===== src/sv/lpht_ram.sv =====
// generic single-write, single-read synchronous ram with registered read data
// no dependencies

module lpht_ram #(
   parameter int WIDTH = 32,
   parameter int DEPTH = 128
) (
   input  logic                     clock,
   input  logic                     we,
   input  logic [$clog2(DEPTH)-1:0] waddr,
   input  logic [WIDTH-1:0]         wdata,
   input  logic [$clog2(DEPTH)-1:0] raddr,
   output logic [WIDTH-1:0]         rdata
);

   logic [WIDTH-1:0] mem_ff [DEPTH];
   logic [WIDTH-1:0] rdata_ff;

   always_ff @(posedge clock) begin
      if (we) begin
         mem_ff[waddr] <= wdata;
      end
      rdata_ff <= mem_ff[raddr];
   end

   assign rdata = rdata_ff;

endmodule


===== config.mk =====
export PLATFORM = sky130hd
export DESIGN_NAME = lpht_ram
export DESIGN_NICKNAME = d
export VERILOG_FILES = /design/src/sv/lpht_ram.sv
export SDC_FILE = /design/constraint.sdc
export NUM_CORES = 2
export LEC_CHECK = 0
export BUFFER_PORTS_ARGS = -buffer_cell sky130_fd_sc_hd__buf_2
export CORE_MARGIN = 3
export CORE_UTILIZATION = 25
export CTS_CLUSTER_DIAMETER = 80
export DETAILED_ROUTE_END_ITERATION = 12
export PLACE_DENSITY = 0.49
export SLEW_MARGIN = 0
export SYNTH_ARGS = -nofsm -noshare
export SYNTH_HDL_FRONTEND = slang
export SYNTH_SLANG_ARGS = --single-unit

===== constraint.sdc =====
create_clock -name clock -period 12.5 [get_ports clock]
set_clock_uncertainty 0.1 [all_clocks]
set_input_delay 3.75 -clock clock [delete_from_list [all_inputs] [get_ports clock]]
set_output_delay 3.75 -clock clock [all_outputs]
set_load 0.02 [all_outputs]

# After elaboration in Yosys (flattened, before gate mapping)
# Memory sizes are Yosys's and may differ from the RTL's. A register that Yosys moved wholly into a read port is not among the register bits.
# Cells that the tools add are included.
dict set report totals {
  reg_bits 0
  latch_bits 0
  ram_bits 4096
  rom_bits 0
  in_bits 48
  out_inout_bits 32
  elab_cells 3
  n_memories 1
}
# name depth width rd rd_ports_with_merged_regs write_ports line
set memory_table {}
lappend memory_table {mem_ff 128 32 1 1 1 16} ;# logic [WIDTH-1:0] mem_ff [DEPTH];
dict set report op_classes {
  add_sub_neg 0
  multipliers 0
  div 0
  order_cmp 0
  eq_ne 0
  shift 0
  muxes 2
  n_bitwise 0
  n_reduce_logical 0
}
# operator count
set op_table {}
lappend op_table {{$mux W1} 2}

# Depth between registers and ports, before layout
dict set report logic_depth {
  word_depth 2
  depth_mapped 8
  depth_no_buf 4
}

# Least setup slack after synthesis
# Ideal clock, no wire load.
dict set report synth_path {
  path_type {in2reg}
  start {input we}
  end {memory mem_ff[98][0], enable pin}
  setup_time_ps 461
  t_arrival_ps 6528
  t_required_ps 11939
  path_slack_ps 5411
  cell_stages 3
  n_path_buf 1
  path_cell_list {clkbuf_1 -> nand4_1 -> nor3_1}
}
dict set report synth_via {
  elab_chain_len 2
}
# element line
set synth_lines {}
lappend synth_lines {{start, declared} 9} ;# input logic we,
lappend synth_lines {{$mux W1} 20} ;# if (we) begin
lappend synth_lines {{$mux W1 (not written as such)} 21} ;# mem_ff[waddr] <= wdata;
lappend synth_lines {{end, declared} 16}
# Every way passes these cells.

==> flow_summary.ini <==
[route]
initialDrtViolationCount = 8906
met2WireLength_um = 228000
wl_met3_um = 31700
avgViaCountPerCell = 4.70
highest_layer = met5
dr.pass1.iters = 5
vias = 70800
drc = 0
drtAntennaViolNets = 0
post_drt_wl_per_cell_um = 30.7
wl_met1_um = 190000
routed_wl_um = 463000

[critical_path]
critPathKind = input port to flop
cpMaxStageDelayCell = mux4_2
worst_r2r_path_depth = 4
crit_path_start_kind = input port
r2r-start = mem_ff[23][30]$_DFFE_PP_
crit_required_ns = 13.30
cp_max_fo = 70
arrival_ns = 7.67
timing.critical_path.buf_inv = 3
path_common_cell = mux4_2
critPathTopFamily = multiplexers
end_kind = flop
rrSetupSlack_ns = 9.73
worstPathCellList = buf_12 > buf_12 > buf_4 > mux4_2 > mux4_2 > mux4_2 > mux2_2
r2r-end = rdata[30]$_DFF_P_
max_stage_delay_ns = 0.64

[sta]
setup_tns_ns = 0
setup_viol = 0
drv_slew = 0
finalCriticalPeriod_ns = 6.86
hold_viol = 0
fin_crit_sh_pct = 54.9
slew_headroom_pct = 11.1
rsz0062_at_grt = no
fmax_mhz = 146
setup_ws_ns = 5.64
tightest_slew_ns = 1.33

[global_routing]
grt_pass1_wl_um = 631000
track_usage_pct = 14.3
grt_max_degree = 131
grt_pass1_vias = 72600
antenna_found_initial = 76
globalRoute.totalOverflow = 0

[synthesis]
synth_largest_area_cell = edfxtp_1
netlist_area_um2 = 156000
synth_nets = 6038
syn_inst = 5990
ys_ff_latch = 4128
synth_top_family_by_area = multiplexers
yosys.area_share.simple_pct = 0.446
synthAdderAreaFrac_pct = 0
synth-compound-area-share_pct = 0
yosysWarnings = 0
synth.area.top_cells = edfxtp_1 (79%), mux4_2 (19%), clkbuf_1 (0.44%), dfxtp_1 (0.41%), nor2_1 (0.29%)
synthDistinctLibCells = 17
muxShareOfSynthArea_pct = 19.6
syn_area_per_cell_um2 = 26.1
synth.top_cell.area_share_pct = 78.7
synth_xor_area_share_pct = 0
ys_seq_area_share_pct = 79.1

[place]
port_buffers = 79
dp_hpwl_um = 251000
gp_congestion = 0.749
post-place-ws_ns = 4.47
dp_cells = 14300

[finish]
n_fill_cell = 59800
seq_area_um2 = 124000
final_layout_size_suffix_gt1_share_pct = 35.3
nNetsFinal = 6444
fin_cells = 15100
multiInputGateArea_um2 = 32300
syn_to_final_growth_pct = 16.4

[floorplanning]
io_pins = 80
die-area_um2 = 635000
die_h_um = 797
num_rows = 289
start_util_pct = 25.2
die_w_um = 797
core_region_area_um2 = 621000

[clock_network]
htreeDepth = 5
cts_root_buf = clkbuf_16
cts_tree = yes
cts_resized = 0
cts.clk_slew.worst_paths_ns = 0.06
post_cts_buffers = 0
cts_buffers = 418
clk_latency_ns = 1.02
cts_hold_buf = 0
cts.sinks = 4128
clockBufferDepth = 4

[run_status]
status = complete, no violations

[min_path]
hold_end = rdata[15]$_DFF_P_
hold_start = mem_ff[28][15]$_DFFE_PP_
hold_class = flop to flop
hold-path-cell-count = 4

[power_and_ir_drop]
vdd_ir_drop_max_mv = 0.123
powerDensity_nw_per_um2 = 160
power_leakage_nw = 54.0

[flow_run]
drv_cap = 0
-- per-layer routing --
layer  global-route usage [%]  up-vias
met5                        0        -
met3                     2.37      658
met1                     19.2    40100
li1                         -    27300
met2                     23.9     2675
met4                     3.85       36
-- synthesized netlist by cell type, drive strengths merged --
library cell  number
nor3               9
dfxtp             32
or3                1
nand2b             2
nor2b              7
nor2             122
mux2              32
nand4              3
buf              134
nand2             14
mux4            1344
nand3             12
edfxtp          4096
clkbuf           182
-- worst max path at each step --
| stage | from | end | cells after the start |
|---|---|---|---|
| 3_5_place_dp | raddr[0] | rdata[22]$_DFF_P_ | 7 |
| 3_3_place_gp | raddr[0] | rdata[22]$_DFF_P_ | 7 |
| 6_report | raddr[0] | rdata[23]$_DFF_P_ | 7 |
| 5_1_grt | raddr[0] | rdata[22]$_DFF_P_ | 7 |
| 2_1_floorplan | we | mem_ff[98][0]$_DFFE_PP_ | 3 |
| 4_1_cts | raddr[0] | rdata[22]$_DFF_P_ | 7 |
-- final cells by class --
type,count,share of cell area [%]
Tap cell,8293,5.70
Timing Repair Buffer,302,1.34
Clock buffer,555,6.22
Multi-Input combinational cell,1546,17.7
Clock inverter,209,1.00
Sequential cell,4128,67.9
Antenna cell,37,0.0509
-- cells by family after synthesis --
kind of cell | count (synthesis)
buffers and inverters | 316
AND/OR/NAND/NOR | 170
flip-flops | 4128
multiplexers | 1376
-- placed cells by master, fill, tap and decap left out --
master,netlist,routed
buf_2,79,40
mux2_2,32,32
inv_6,0,12
nor2_1,122,3
buf_8,0,3
inv_8,0,1
clkbuf_16,0,422
clkinv_4,0,1
nand3_1,12,8
inv_16,0,5
nor2b_1,7,7
clkbuf_8,0,26
clkinv_16,0,1
nand4_1,3,3
nor3_2,0,9
clkinv_2,0,64
buf_6,2,1
or3_1,1,1
clkinvlp_4,0,5
nor2_4,0,119
buf_4,3,239
bufinv_16,0,26
nand3_2,0,4
dfxtp_1,32,32
clkinv_8,0,6
mux4_2,1344,1344
diode_2,0,37
buf_12,0,19
nand2_1,14,11
clkbuf_1,182,107
edfxtp_1,4096,4096
clkinv_1,0,88
nand2_2,0,3
nand2b_1,2,2
-- state kept, by name, summed over array words and instances, names as in the netlist --
name / count
rdata: 32
mem_ff: 4096
-- tightest hold or removal path, stage by stage, from the launching register on --
cell and delay, ns:
edfxtp_1 0.31, mux4_2 0.22, mux4_2 0.24, mux4_2 0.24, mux2_2 0.14
-- report_power, final --
group	internal [mW]	leakage (nW)	switching, mW
logic	0.548	10.4	0.951
clock network	6.89	6.44	5.28
registers	15.3	37.1	0.0781
-- stage by stage --
stage               area [um^2]  hold slack (ns)  power [mW]  utilization [%]
floorplan                156000            0.974        16.4                -
detailed placement       169000             1.05        17.2             27.2
finish                   182000             1.04        29.0             29.3
global placement         169000             1.04        17.2             27.2
CTS                      182000             1.05        29.3             29.3
global route             182000             1.09        29.9             29.3
Note: power is estimated with default switching activity, not from simulation.
